$ cat src/design/ptrq_pkg.sv
package ptrq_pkg;
	localparam int MaxTasks = 16;
	localparam int SlotBits = 4;
	localparam int CntBits = 5;
	localparam int PriBits = 8;
	localparam int ResBits = 16;

	typedef enum logic [2:0] {
		OP_ADD = 3'd0,
		OP_REMOVE = 3'd1,
		OP_SET = 3'd2,
		OP_FIND_READY = 3'd3,
		OP_DISPATCH = 3'd4,
		OP_FIND_WAIT = 3'd5
	} opcode_t;

	localparam logic [1:0] ST_RUNNING = 2'd0;
	localparam logic [1:0] ST_READY = 2'd2;
	localparam logic [1:0] ST_WAITING = 2'd3;

	// last member sits in the lowest bits, so opcode lands at bit 0
	typedef struct packed {
		logic [ResBits-1:0] resource;
		logic [1:0] task_state;
		logic [PriBits-1:0] priority_req;
		logic [SlotBits-1:0] task_slot;
		logic [2:0] opcode;
	} item_t;

	typedef struct packed {
		logic used_idle;
		logic [SlotBits-1:0] result_slot;
		logic found;
		logic error;
	} result_t;

	// controller -> datapath
	typedef struct packed {
		logic load;      // latch the input item
		logic clr_pos;   // reset the walk position
		logic pos_end;   // set the walk position to the count
		logic step;      // advance the walk position by one
		logic ins_shift; // move entry pos-1 to pos, then step back
		logic rem_shift; // move entry pos+1 to pos, then step
		logic put;       // write the item slot at pos
		logic cnt_inc;
		logic cnt_dec;
		logic wr_fields; // write priority, state and resource tables
		logic wr_state;  // write state and resource tables
		logic set_q;
		logic clr_q;
		logic mark_run;  // mark the chosen slot running
		logic res_hit;   // result is a hit at pos
		logic res_idle;  // result falls back to idle slot
		logic res_err;
		logic res_none;
	} cmd_t;

	// datapath -> controller
	typedef struct packed {
		logic [2:0] opcode;
		logic queued;     // item slot is queued
		logic at_end;     // pos == count
		logic at_zero;    // pos == 0
		logic at_last;    // pos == count - 1
		logic prev_gt;    // entry at pos-1 has priority > item's
		logic is_ready;
		logic is_wait_match;
		logic is_slot;    // entry at pos is the item slot
	} status_t;
endpackage

$ cat src/design/ptrq_datapath.sv
module ptrq_datapath (
	input  logic                        clk,
	input  logic                        arst_n,
	input  ptrq_pkg::item_t             item,
	input  logic [ptrq_pkg::SlotBits-1:0] idle_slot,
	input  ptrq_pkg::cmd_t              cmd,
	output ptrq_pkg::status_t           status,
	output ptrq_pkg::result_t           result
);
	import ptrq_pkg::*;

	item_t item_q;
	logic [SlotBits-1:0] order_q [MaxTasks];
	logic [PriBits-1:0] pri_q [MaxTasks];
	logic [1:0] state_q [MaxTasks];
	logic [ResBits-1:0] wait_q [MaxTasks];
	logic [MaxTasks-1:0] queued_q;
	logic [CntBits-1:0] count_q;
	logic [CntBits-1:0] pos_q;
	result_t result_q;

	logic [SlotBits-1:0] pos_idx, prev_idx, ent, prev_ent, mark_slot;
	assign pos_idx = pos_q[SlotBits-1:0];
	assign prev_idx = pos_idx - SlotBits'(1);
	assign ent = order_q[pos_idx];
	assign prev_ent = order_q[prev_idx];
	assign mark_slot = cmd.res_idle ? idle_slot : ent;

	assign status.opcode = item_q.opcode;
	assign status.queued = queued_q[item_q.task_slot];
	assign status.at_end = (pos_q == count_q);
	assign status.at_zero = (pos_q == '0);
	assign status.at_last = (pos_q + CntBits'(1) == count_q);
	assign status.prev_gt = (pri_q[prev_ent] > item_q.priority_req);
	assign status.is_ready = (state_q[ent] == ST_READY);
	assign status.is_wait_match = (state_q[ent] == ST_WAITING)
		&& (wait_q[ent] == item_q.resource);
	assign status.is_slot = (ent == item_q.task_slot);
	assign result = result_q;

	always_ff @(posedge clk or negedge arst_n) begin
		if (!arst_n) begin
			queued_q <= '0;
			count_q <= '0;
			pos_q <= '0;
		end else begin
			if (cmd.set_q) queued_q[item_q.task_slot] <= 1'b1;
			if (cmd.clr_q) queued_q[item_q.task_slot] <= 1'b0;
			if (cmd.cnt_inc) count_q <= count_q + CntBits'(1);
			if (cmd.cnt_dec) count_q <= count_q - CntBits'(1);
			if (cmd.clr_pos) pos_q <= '0;
			else if (cmd.pos_end) pos_q <= count_q;
			else if (cmd.step || cmd.rem_shift) pos_q <= pos_q + CntBits'(1);
			else if (cmd.ins_shift) pos_q <= pos_q - CntBits'(1);
		end
	end

	always_ff @(posedge clk) begin
		if (cmd.load) item_q <= item;
		if (cmd.ins_shift) order_q[pos_idx] <= order_q[prev_idx];
		if (cmd.rem_shift) order_q[pos_idx] <= order_q[pos_idx + SlotBits'(1)];
		if (cmd.put) order_q[pos_idx] <= item_q.task_slot;
		if (cmd.wr_fields) begin
			pri_q[item_q.task_slot] <= item_q.priority_req;
			state_q[item_q.task_slot] <= item_q.task_state;
			wait_q[item_q.task_slot] <= item_q.resource;
		end
		if (cmd.wr_state) begin
			state_q[item_q.task_slot] <= item_q.task_state;
			wait_q[item_q.task_slot] <= item_q.resource;
		end
		if (cmd.mark_run) state_q[mark_slot] <= ST_RUNNING;
		if (cmd.res_hit) result_q <= '{error: 1'b0, found: 1'b1, result_slot: ent,
			used_idle: 1'b0};
		if (cmd.res_idle) result_q <= '{error: 1'b0, found: 1'b0,
			result_slot: idle_slot, used_idle: 1'b1};
		if (cmd.res_err) result_q <= '{error: 1'b1, found: 1'b0, result_slot: '0,
			used_idle: 1'b0};
		if (cmd.res_none) result_q <= '0;
	end

	assert property (@(posedge clk) disable iff (!arst_n) count_q <= CntBits'(MaxTasks))
		else $error("queue count beyond table size");
	assert property (@(posedge clk) disable iff (!arst_n)
		cmd.cnt_inc |=> count_q == $past(count_q) + CntBits'(1))
		else $error("count did not advance on add");
	assert property (@(posedge clk) disable iff (!arst_n)
		!(cmd.cnt_inc && cmd.cnt_dec))
		else $error("count raised and lowered together");
endmodule

$ cat src/design/ptrq_ctrl.sv
module ptrq_ctrl (
	input  logic                clk,
	input  logic                arst_n,
	input  logic                in_fire,
	output logic                busy,
	output logic                out_valid,
	input  logic                out_ready,
	input  ptrq_pkg::status_t   status,
	output ptrq_pkg::cmd_t      cmd
);
	import ptrq_pkg::*;

	typedef enum logic [2:0] {
		S_IDLE, S_DECODE, S_SHIFT, S_REM_FIND, S_REM_SHIFT, S_SCAN, S_DONE
	} state_t;

	state_t state_q;
	state_t next;
	logic rdy;
	logic dispatch;

	assign busy = (state_q != S_IDLE);
	assign out_valid = (state_q == S_DONE);
	assign rdy = (status.opcode == OP_FIND_READY) || (status.opcode == OP_DISPATCH);
	assign dispatch = (status.opcode == OP_DISPATCH);

	always_comb begin
		cmd = '0;
		next = state_q;
		unique case (state_q)
			S_IDLE: begin
				if (in_fire) begin
					cmd.load = 1'b1;
					next = S_DECODE;
				end
			end
			S_DECODE: begin
				unique case (status.opcode) inside
					OP_ADD: begin
						if (status.queued) begin
							cmd.res_err = 1'b1;
							next = S_DONE;
						end else begin
							cmd.wr_fields = 1'b1;
							cmd.set_q = 1'b1;
							cmd.pos_end = 1'b1;
							cmd.res_none = 1'b1;
							next = S_SHIFT;
						end
					end
					OP_REMOVE: begin
						if (!status.queued) begin
							cmd.res_err = 1'b1;
							next = S_DONE;
						end else begin
							cmd.clr_pos = 1'b1;
							cmd.clr_q = 1'b1;
							cmd.res_none = 1'b1;
							next = S_REM_FIND;
						end
					end
					OP_SET: begin
						if (!status.queued) cmd.res_err = 1'b1;
						else begin
							cmd.wr_state = 1'b1;
							cmd.res_none = 1'b1;
						end
						next = S_DONE;
					end
					OP_FIND_READY, OP_DISPATCH, OP_FIND_WAIT: begin
						cmd.clr_pos = 1'b1;
						next = S_SCAN;
					end
					default: begin
						cmd.res_none = 1'b1;
						next = S_DONE;
					end
				endcase
			end
			S_SHIFT: begin
				// open the gap from the tail down past every larger priority number
				if (!status.at_zero && status.prev_gt) cmd.ins_shift = 1'b1;
				else begin
					cmd.put = 1'b1;
					cmd.cnt_inc = 1'b1;
					next = S_DONE;
				end
			end
			S_REM_FIND: begin
				if (status.is_slot) next = S_REM_SHIFT;
				else cmd.step = 1'b1;
			end
			S_REM_SHIFT: begin
				if (status.at_last) begin
					cmd.cnt_dec = 1'b1;
					next = S_DONE;
				end else cmd.rem_shift = 1'b1;
			end
			S_SCAN: begin
				if (status.at_end) begin
					if (rdy) begin
						cmd.res_idle = 1'b1;
						cmd.mark_run = dispatch;
					end else cmd.res_none = 1'b1;
					next = S_DONE;
				end else if (rdy ? status.is_ready : status.is_wait_match) begin
					cmd.res_hit = 1'b1;
					cmd.mark_run = dispatch;
					next = S_DONE;
				end else cmd.step = 1'b1;
			end
			S_DONE: begin
				if (out_ready) next = S_IDLE;
			end
			default: next = S_IDLE;
		endcase
	end

	always_ff @(posedge clk or negedge arst_n) begin
		if (!arst_n) state_q <= S_IDLE;
		else state_q <= next;
	end

	assert property (@(posedge clk) disable iff (!arst_n)
		(out_valid && !out_ready) |=> out_valid)
		else $error("result dropped while stalled");
	assert property (@(posedge clk) disable iff (!arst_n)
		in_fire |-> state_q == S_IDLE)
		else $error("item taken while busy");
	assert property (@(posedge clk) disable iff (!arst_n)
		$onehot0({cmd.res_hit, cmd.res_idle, cmd.res_err, cmd.res_none}))
		else $error("conflicting result commands");
endmodule

$ cat src/design/priority_task_ready_queue.sv
// Priority ordered task ready queue.
// Items arrive on s_axis (tdata, tvalid, tready); one result per item leaves
// on m_axis. The idle slot register is written on cfg (valid, ready, data)
// while the block is idle; cfg_ready is low while an item is in flight.
// An item occupies the block from acceptance through decode and the walk
// until its result is presented and taken by the receiver. An add walks from
// the tail toward the head one entry a cycle while moving larger priority
// numbers one place toward the tail; a remove finds the slot and closes the
// gap; a search visits one entry a cycle. Errors, set state and unknown
// operations have no walk. One item is handled at a time; s_axis_tready is
// low while busy and while a result waits on a stalled receiver, whose data
// holds until taken. Reset clears the queue and the idle slot to 0; table
// contents are undefined until a task is added.
module priority_task_ready_queue (
	input  logic        clk,
	input  logic        arst_n,
	input  logic        s_axis_tvalid,
	output logic        s_axis_tready,
	// [2:0] opcode, [6:3] task_slot, [14:7] priority_req, [16:15] task_state,
	// [32:17] resource, zero fill
	input  logic [39:0] s_axis_tdata,
	output logic        m_axis_tvalid,
	input  logic        m_axis_tready,
	// [0] error, [1] found, [5:2] result_slot, [6] used_idle, zero fill
	output logic [7:0]  m_axis_tdata,
	input  logic        cfg_valid,
	output logic        cfg_ready,
	input  logic [3:0]  cfg_data
);
	import ptrq_pkg::*;

	logic [SlotBits-1:0] idle_q;
	logic in_fire;
	logic busy;
	item_t item;
	result_t result;
	cmd_t cmd;
	status_t status;

	assign item = item_t'(s_axis_tdata[32:0]);
	assign in_fire = s_axis_tvalid && s_axis_tready;
	assign s_axis_tready = !busy;
	assign cfg_ready = !busy;
	assign m_axis_tdata = {1'b0, result};

	always_ff @(posedge clk or negedge arst_n) begin
		if (!arst_n) idle_q <= '0;
		else if (cfg_valid && cfg_ready) idle_q <= cfg_data;
	end

	ptrq_ctrl i_ctrl (
		.clk(clk),
		.arst_n(arst_n),
		.in_fire(in_fire),
		.busy(busy),
		.out_valid(m_axis_tvalid),
		.out_ready(m_axis_tready),
		.status(status),
		.cmd(cmd)
	);

	ptrq_datapath i_datapath (
		.clk(clk),
		.arst_n(arst_n),
		.item(item),
		.idle_slot(idle_q),
		.cmd(cmd),
		.status(status),
		.result(result)
	);

	assert property (@(posedge clk) disable iff (!arst_n)
		m_axis_tvalid |-> !s_axis_tready)
		else $error("input open while a result waits");
	assert property (@(posedge clk) disable iff (!arst_n)
		m_axis_tvalid |-> !(m_axis_tdata[0] && m_axis_tdata[1]))
		else $error("error and found together");
	assert property (@(posedge clk) disable iff (!arst_n)
		(m_axis_tvalid && m_axis_tdata[6]) |-> !m_axis_tdata[1])
		else $error("idle fallback reported as found");
endmodule
$ cat config.mk
export PLATFORM = sky130hd
export DESIGN_NAME = priority_task_ready_queue
export DESIGN_NICKNAME = d
export VERILOG_FILES = /design/src/design/ptrq_pkg.sv /design/src/design/ptrq_datapath.sv /design/src/design/ptrq_ctrl.sv /design/src/design/priority_task_ready_queue.sv
export SDC_FILE = /design/constraint.sdc
export NUM_CORES = 1
export LEC_CHECK = 0
export BUFFER_PORTS_ARGS = -buffer_cell sky130_fd_sc_hd__buf_2
export CORE_ASPECT_RATIO = 2
export CORE_MARGIN = 8
export CORE_UTILIZATION = 60
export CTS_BUF_LIST = sky130_fd_sc_hd__clkbuf_4 sky130_fd_sc_hd__clkbuf_8
export DETAILED_ROUTE_END_ITERATION = 6
export PLACE_DENSITY = 0.77
export SLEW_MARGIN = 20
export SYNTH_ARGS = -nofsm -noshare
export SYNTH_HDL_FRONTEND = slang
export SYNTH_SLANG_ARGS = --single-unit
$ cat constraint.sdc
create_clock -name clk -period 8 [get_ports clk]
set_input_delay 0.4 -clock clk [delete_from_list [all_inputs] [get_ports clk]]
set_output_delay 0.4 -clock clk [all_outputs]
set_load 0.01 [all_outputs]
---- Word-level counts from Yosys, hierarchy flattened ----
Memories as Yosys holds them, arrays and structs flattened.
Index checks and enable logic that the tools add are counted.
cells by class
  add/sub/neg operators ................... 6
  $lt $le $gt $ge ......................... 3
  equal/unequal tests ..................... 23
  multiplexer cells ....................... 82
  bitwise operators ....................... 7
  reduce and logical (&&, ||, !) cells .... 23
operators with widths
  kind                                                                 number
  16-bit two-way mux                                                   3
  1-bit two-way mux                                                    41
  3-bit two-way mux                                                    10
  5-bit two-way mux                                                    6
  3-bit one-hot mux with 7 select lines                                1
  4-bit two-way mux                                                    5
  16-bit bitwise AND                                                   1
  16-bit == test                                                       1
  16-bit inverter                                                      1
  16-bit bitwise OR                                                    1
  3-bit == test (second input constant)                                5
  7-bit two-way mux                                                    2
  3-bit by 2-bit == test with 1-bit output (second input constant)     4
  2-bit two-way mux                                                    6
  5-bit by 1-bit adder with 5-bit output (second input constant)       2
  5-bit == test                                                        2
  5-bit by 1-bit subtractor with 5-bit output (second input constant)  2
  3-bit one-hot mux with 3 select lines                                1
  8-bit > comparator                                                   1
  2-bit by 1-bit != test with 1-bit output (second input constant)     4
  1-bit one-hot mux with 2 select lines                                4
  3-bit by 1-bit == test with 1-bit output (second input constant)     2
  3-bit logical NOT                                                    2
  6-bit AND reduction                                                  1
  other kinds (21)                                                     36
storage, ports and cells
  flip-flop bits (word level) ............. 73
  memory bits (writable) .................. 480
  input port bits ......................... 49
  output and inout port bits .............. 11
  logic and storage cells ................. 162
  memories kept ........................... 4
memory list
  memory              words  width  rd ports  clocked after Yosys merged registers in  write ports  RTL line             text
  i_datapath.wait_q   16     16     1         0                                        1            ptrq_datapath.sv:16  logic [ResBits-1:0] wait_q [MaxTasks];
  i_datapath.pri_q    16     8      1         0                                        1            ptrq_datapath.sv:14  logic [PriBits-1:0] pri_q [MaxTasks];
  i_datapath.order_q  16     4      3         0                                        1            ptrq_datapath.sv:13  logic [SlotBits-1:0] order_q [MaxTasks];
  i_datapath.state_q  16     2      1         0                                        1            ptrq_datapath.sv:15  logic [1:0] state_q [MaxTasks];

---- Longest topological paths before layout ----
An unclocked memory read counts as a cell.
  depth after elaboration ................. 12
  depth in mapped cells ................... 30
  gate-level depth less buffers ........... 24

---- By module ----
A second synthesis with hierarchy kept.
unflattened totals
  cell total of the unflattened synthesis .. 1,825
  area, all modules ....................... 25,246.7 um^2
modules (own cells, without submodules)
  module                     instances  cells each  area each (um^2)  sequential area each (um^2)
  ptrq_datapath              1          1,728       24,410.9          15,875.2
  ptrq_ctrl                  1          83          630.6             75.1
  priority_task_ready_queue  1          14          205.2             100.1

---- Worst setup path before layout ----
No wires, ideal clock.
  kind .................................... flip-flop to flip-flop
  start ................................... register i_datapath.pos_q[1]
  end ..................................... register i_datapath.count_q[3]
  library setup time ...................... 0.125 ns
  arrival time ............................ 6.097 ns
  data required time ...................... 7.875 ns
  slack ................................... 1.778 ns
  cell stages (with the launch flop) ...... 30
  buffers on the path ..................... 7
  period minus slack after synthesis ...... 6.222 ns
  cells stage by stage .................... dfrtp_1 > buf_2 > clkbuf_1 > inv_1 > ha_1 > clkbuf_1 > nand2_1 > o21ai_0 > mux4_2 > clkbuf_1 > buf_1 > clkbuf_1 > mux2i_1 > nand2_1 > o211ai_1 > o21ai_0 > nand2_1 > o21ai_0 > ha_1 > nor2b_1 > o21ai_0 > nand2b_1 > a21oi_1 > nor2_1 > a211oi_1 > nor2_1 > nor3_1 > or2_2 > clkbuf_1 > mux2_2
on the way
  longest elaborated chain between the ends .. 8
  elaborated cells between the ends (all ways) .. 15
  classes of those cells .................. 2 x add/sub; 1 x order compare; 1 x eq/ne; 5 x mux; 4 x reduce/logical; 2 x memory
RTL lines
  item                                         RTL line             text
  start, declared                              ptrq_datapath.sv:19  logic [CntBits-1:0] pos_q;
  start signal, assigned                       ptrq_datapath.sv:52  else if (cmd.pos_end) pos_q <= count_q;
  start signal, assigned                       ptrq_datapath.sv:53  else if (cmd.step || cmd.rem_shift) pos_q <= pos_q + CntBits'(1);
  start signal, assigned                       ptrq_datapath.sv:54  else if (cmd.ins_shift) pos_q <= pos_q - CntBits'(1);
  4-bit by 1-bit subtractor with 4-bit output  ptrq_datapath.sv:24  assign prev_idx = pos_idx - SlotBits'(1);
  memory read 16 x 4 bit                       -
  memory read 16 x 8 bit                       -
  8-bit > comparator                           ptrq_datapath.sv:34  assign status.prev_gt = (pri_q[prev_ent] > item_q.priority_req);
  1-bit logical AND                            ptrq_ctrl.sv:82      if (!status.at_zero && status.prev_gt) cmd.ins_shift = 1'b1;
  2-bit two-way mux                            ptrq_ctrl.sv:82
  2-bit two-way mux                            ptrq_ctrl.sv:30      unique case (state_q)
  2-bit nonzero test (no line)                 -
  end signal, assigned                         ptrq_datapath.sv:49  if (cmd.cnt_inc) count_q <= count_q + CntBits'(1);
  end signal, assigned                         ptrq_datapath.sv:50  if (cmd.cnt_dec) count_q <= count_q - CntBits'(1);
  end, declared                                ptrq_datapath.sv:18  logic [CntBits-1:0] count_q;
Parallel ways exist; a longest one is shown, timed or not.
A chain may end at the register's enable or synchronous reset.

---- Final worst setup path ----
  start ................................... register i_datapath.pos_q[0]
  end ..................................... memory i_datapath.order_q[11][2] (data pin)
on the way
  longest elaborated chain between the ends .. 10
  elaborated cells between the ends (all ways) .. 20
  classes of those cells .................. 3 x add/sub; 1 x order compare; 1 x eq/ne; 10 x mux; 3 x reduce/logical; 2 x memory
RTL lines
  item                                         RTL line             text
  4-bit by 1-bit subtractor with 4-bit output  ptrq_datapath.sv:24
  memory read 16 x 4 bit                       -
  memory read 16 x 8 bit                       -
  8-bit > comparator                           ptrq_datapath.sv:34
  1-bit logical AND                            ptrq_ctrl.sv:82
  2-bit two-way mux                            ptrq_ctrl.sv:82
  2-bit two-way mux                            ptrq_ctrl.sv:30
  1-bit two-way mux                            ptrq_datapath.sv:62  if (cmd.put) order_q[pos_idx] <= item_q.task_slot;
  1-bit two-way mux (not written as such)      ptrq_datapath.sv:62
  4-bit two-way mux (no line) (*)              -
  end, declared                                ptrq_datapath.sv:13
Every way passes the cells marked *; elsewhere a longest branch is shown, timed or not.

==> qor.yml <==
logic_synthesis:
  synth_top_family_by_area: "multiplexers"
  async_flop_share: 0.05967
  synth_xor_area_frac: 0.01320
  syn_nets: 1893
  synthAdderAreaFrac: 0.009131
  yosysTopAreaCell: "edfxtp_1"
  syn_area_per_cell_sq_um: 13.80
  synth_area_sq_um: 25210
  synth.most_common_cell: "edfxtp_1"
  synth_warnings: 0
  muxShareOfSynthArea: 0.1195
  yosys-top-cells-count: "513 x edfxtp_1, 222 x nand2_1, 130 x mux2i_1"
  synth_edf_count: 513
  synth_area_leaders: "edfxtp_1 61%, mux2i_1 5.2%, mux4_2 4.1%"
  synth_ff_type: "edfxtp_1"
  netlist_instances: 1827
  yosys_register_bits: 553
  synth-simple-area-share: 0.09588
  synth.yosys.seq_area_share: 0.6493
  synth_compound_area_frac: 0.08843
  synth_top_area_frac: 0.6110
  ys_types: 74
critical_path:
  timing.rr.start: "i_datapath.pos_q[0]$_DFFE_PN0P_"
  cp.arrival_ns: 6.93
  crit_path_max_fanout: 42
  cp-startpoint: "i_datapath.pos_q[0]$_DFFE_PN0P_"
  r2r_cells: 21
  cp-start-kind: "register"
  critical_path.endpoint_type: "register"
  critPathRequiredTime_ns: 8.32
  path_class: "reg -> reg"
  worstReg2RegEnd: "i_datapath.order_q[11][2]$_DFFE_PP_"
  r2r_slack_ns: 1.39
timing:
  fmax_ghz: 0.1513
  tightest_slew_ns: 1.067
  fin_crit_sh: 0.8261
  fin_crit_ns: 6.609
  worst_slack_ns: 1.391
  drv_slew: 0
  slew_headroom: 0.2879
  final-setup-viol-count: 0
  tns_ns: 0
  rsz0062_at_grt: "no"
  finalHoldViolations: 0
  fin_skew_ns: 0.05476
place:
  gp_congestion: 0.9062
  portBuffers: 51
  dpl.hpwl_mm: 42.02
  post-place-ws_ns: 1.412
  place_inst: 2345
routing:
  route.detailed.drc: 0
  viasPerCell: 6.475
  drt-pass1-iter-count: 6
  drtIter0Drc: 1603
  antenna_left: 0
  drt_wl_total_mm: 63.08
  routedWlPerCell_um: 25.01
  vias: 16330
floorplan:
  initial_utilization: 0.6054
  dieArea_sq_um: 49230
  die-height_um: 305.9
  fp.coreArea_sq_um: 41640
  ios: 60
  die_x_um: 161.0
  rows: 106
global_route:
  grt_overflow_total: 0
  grt_pass1_vias: 16780
  antenna_found_initial: 1
  grt_pass1_wl_mm: 95.10
  grt_usage: 0.2535
  grt_max_degree: 57
clocking:
  clock-sinks: 553
  cts_hold_buf: 38
  cts_resized: 0
  cts_tree: "yes"
  cts_root_buf: "clkbuf_8"
  ctsHtreeMaxLevel: 3
  cts_buffers: 76
  path_clk_slew_ns: 0.06
  clock_latency_ns: 0.67
  post-cts-setup-buffers: 0
  clockBufferDepth: 3
finish:
  synthToLayoutAreaGrowth_pct: 11.62
  multi_input_area_sq_um: 8282
  stdcell_count: 2522
  ff_latch_area_sq_um: 16370
  layout-drive-gt1-share: 0.1822
  n_fill_cell: 2876
  final_core_util: 0.6758
  layout.nets: 1987
power_and_ir_drop:
  peakVddDrop_uv: 304.6
  powerDensity_nw_per_um2: 455.5
  leakage_nw: 9.851
job:
  drv_cap: 0
min_path:
  worstHoldStart: "m_axis_tready"
  whs_endpoint: "i_ctrl.state_q[1]$_DFFE_PN0P_"
  hold_path.class: "in -> reg"
  hold_depth: 4
outcome:
  outcome: "complete, no violations"
## cells by family after synthesis
kind of cell | count (synthesis)
AO/OA/AOI/OAI | 318
XOR/XNOR | 38
adder cells (fa/ha/maj) | 18
buffers and inverters | 143
flip-flops | 553
multiplexers | 236
other | 1
AND/OR/NAND/NOR | 520
## final cells by class
class	count	area share
Sequential cell	553	0.5818
Multi-Input combinational cell	1131	0.2943
Clock buffer	98	0.04370
Timing Repair Buffer	129	0.03370
Tap cell	540	0.02401
Clock inverter	40	0.01841
Inverter	30	0.004001
Antenna cell	1	0.00008892
## power by group
part / internal (mW) / switching [mW]
sequential: 3.55 / 0.182
combinational: 2.48 / 4.14
clock: 1.38 / 1.09
total: 7.41 / 5.40
## metal layers
layer	routed length (um)	global-route usage	share of wire
met1	20760	0.2548	0.33
met2	33780	0.4650	0.54
met3	3592	0.03463	0.057
met4	4953	0.1910	0.079
met5	0	0	0
## sequential cells by signal (all words and copies together) (netlist names)
| name | flops |
|---|---|
| i_datapath.wait_q | 256 |
| i_datapath.pos_q | 5 |
| i_datapath.order_q | 64 |
| idle_q | 4 |
| i_datapath.pri_q | 128 |
| i_datapath.status | 3 |
| i_ctrl.state_q | 3 |
| i_datapath.queued_q | 16 |
| i_datapath.item_q | 30 |
| i_datapath.result | 7 |
| i_datapath.count_q | 5 |
| i_datapath.state_q | 32 |
## layout by cell type (no fill, tap or decap), drive strengths merged, types with 11 or more instances in the layout
| cell | instances |
|---|---|
| nor2 | 94 |
| o22a | 19 |
| dfrtp | 33 |
| and3 | 29 |
| edfxtp | 513 |
| xor2 | 16 |
| nand3 | 39 |
| o32ai | 11 |
| o21ai | 52 |
| mux4 | 46 |
| nor2b | 19 |
| mux2 | 60 |
| clkbuf | 98 |
| clkinv | 25 |
| xnor2 | 22 |
| a211oi | 37 |
| nor4 | 27 |
| bufinv | 11 |
| o31ai | 11 |
| o211ai | 11 |
| inv | 30 |
| nor3 | 30 |
| ha | 16 |
| nand2 | 222 |
| dlygate4sd3 | 38 |
| buf | 91 |
| a21oi | 68 |
| a311oi | 22 |
| or2 | 15 |
| mux2i | 130 |
## worst max-delay path, cell delays in order, from the launching register on
cell and delay, ns:
dfrtp_2 0.64, inv_1 0.29, ha_1 0.37, buf_4 0.31, mux4_2 0.36, mux4_4 0.96
buf_4 0.41, mux2_2 0.33, o211ai_1 0.14, o21ai_0 0.18, a21oi_1 0.21, ha_1 0.16
nor2b_1 0.05, o21ai_0 0.17, nand2b_1 0.08, a21oi_1 0.15, nor2_1 0.05, a211oi_1 0.38
nor2_1 0.11, nor3_1 0.20, buf_4 0.20, mux2_2 0.49
## worst max path at each step
stage                                                endpoint  cells after the start  slack [ns]
after global placement     i_datapath.order_q[6][3]$_DFFE_PP_                     21        1.55
final                     i_datapath.order_q[11][2]$_DFFE_PP_                     21        1.39
after floorplan             i_datapath.count_q[3]$_DFFE_PN0P_                     29        1.78
after CTS                 i_datapath.order_q[11][2]$_DFFE_PP_                     21        1.38
after detailed placement   i_datapath.order_q[5][3]$_DFFE_PP_                     21        1.41
after global routing      i_datapath.order_q[11][2]$_DFFE_PP_                     21        0.98
## stage by stage
step | hold WS, ns | power [mW] | instance area (sq um)
after global routing | 0.1486 | 13.47 | 28140
after detailed placement | 0.4811 | 10.30 | 26000
after global placement | 0.4651 | 10.14 | 26000
after CTS | 0.09917 | 12.77 | 28130
final | 0.1242 | 12.82 | 28140
after floorplan | 0.1044 | 8.478 | 25210
Power figures use the tool's default switching activity.
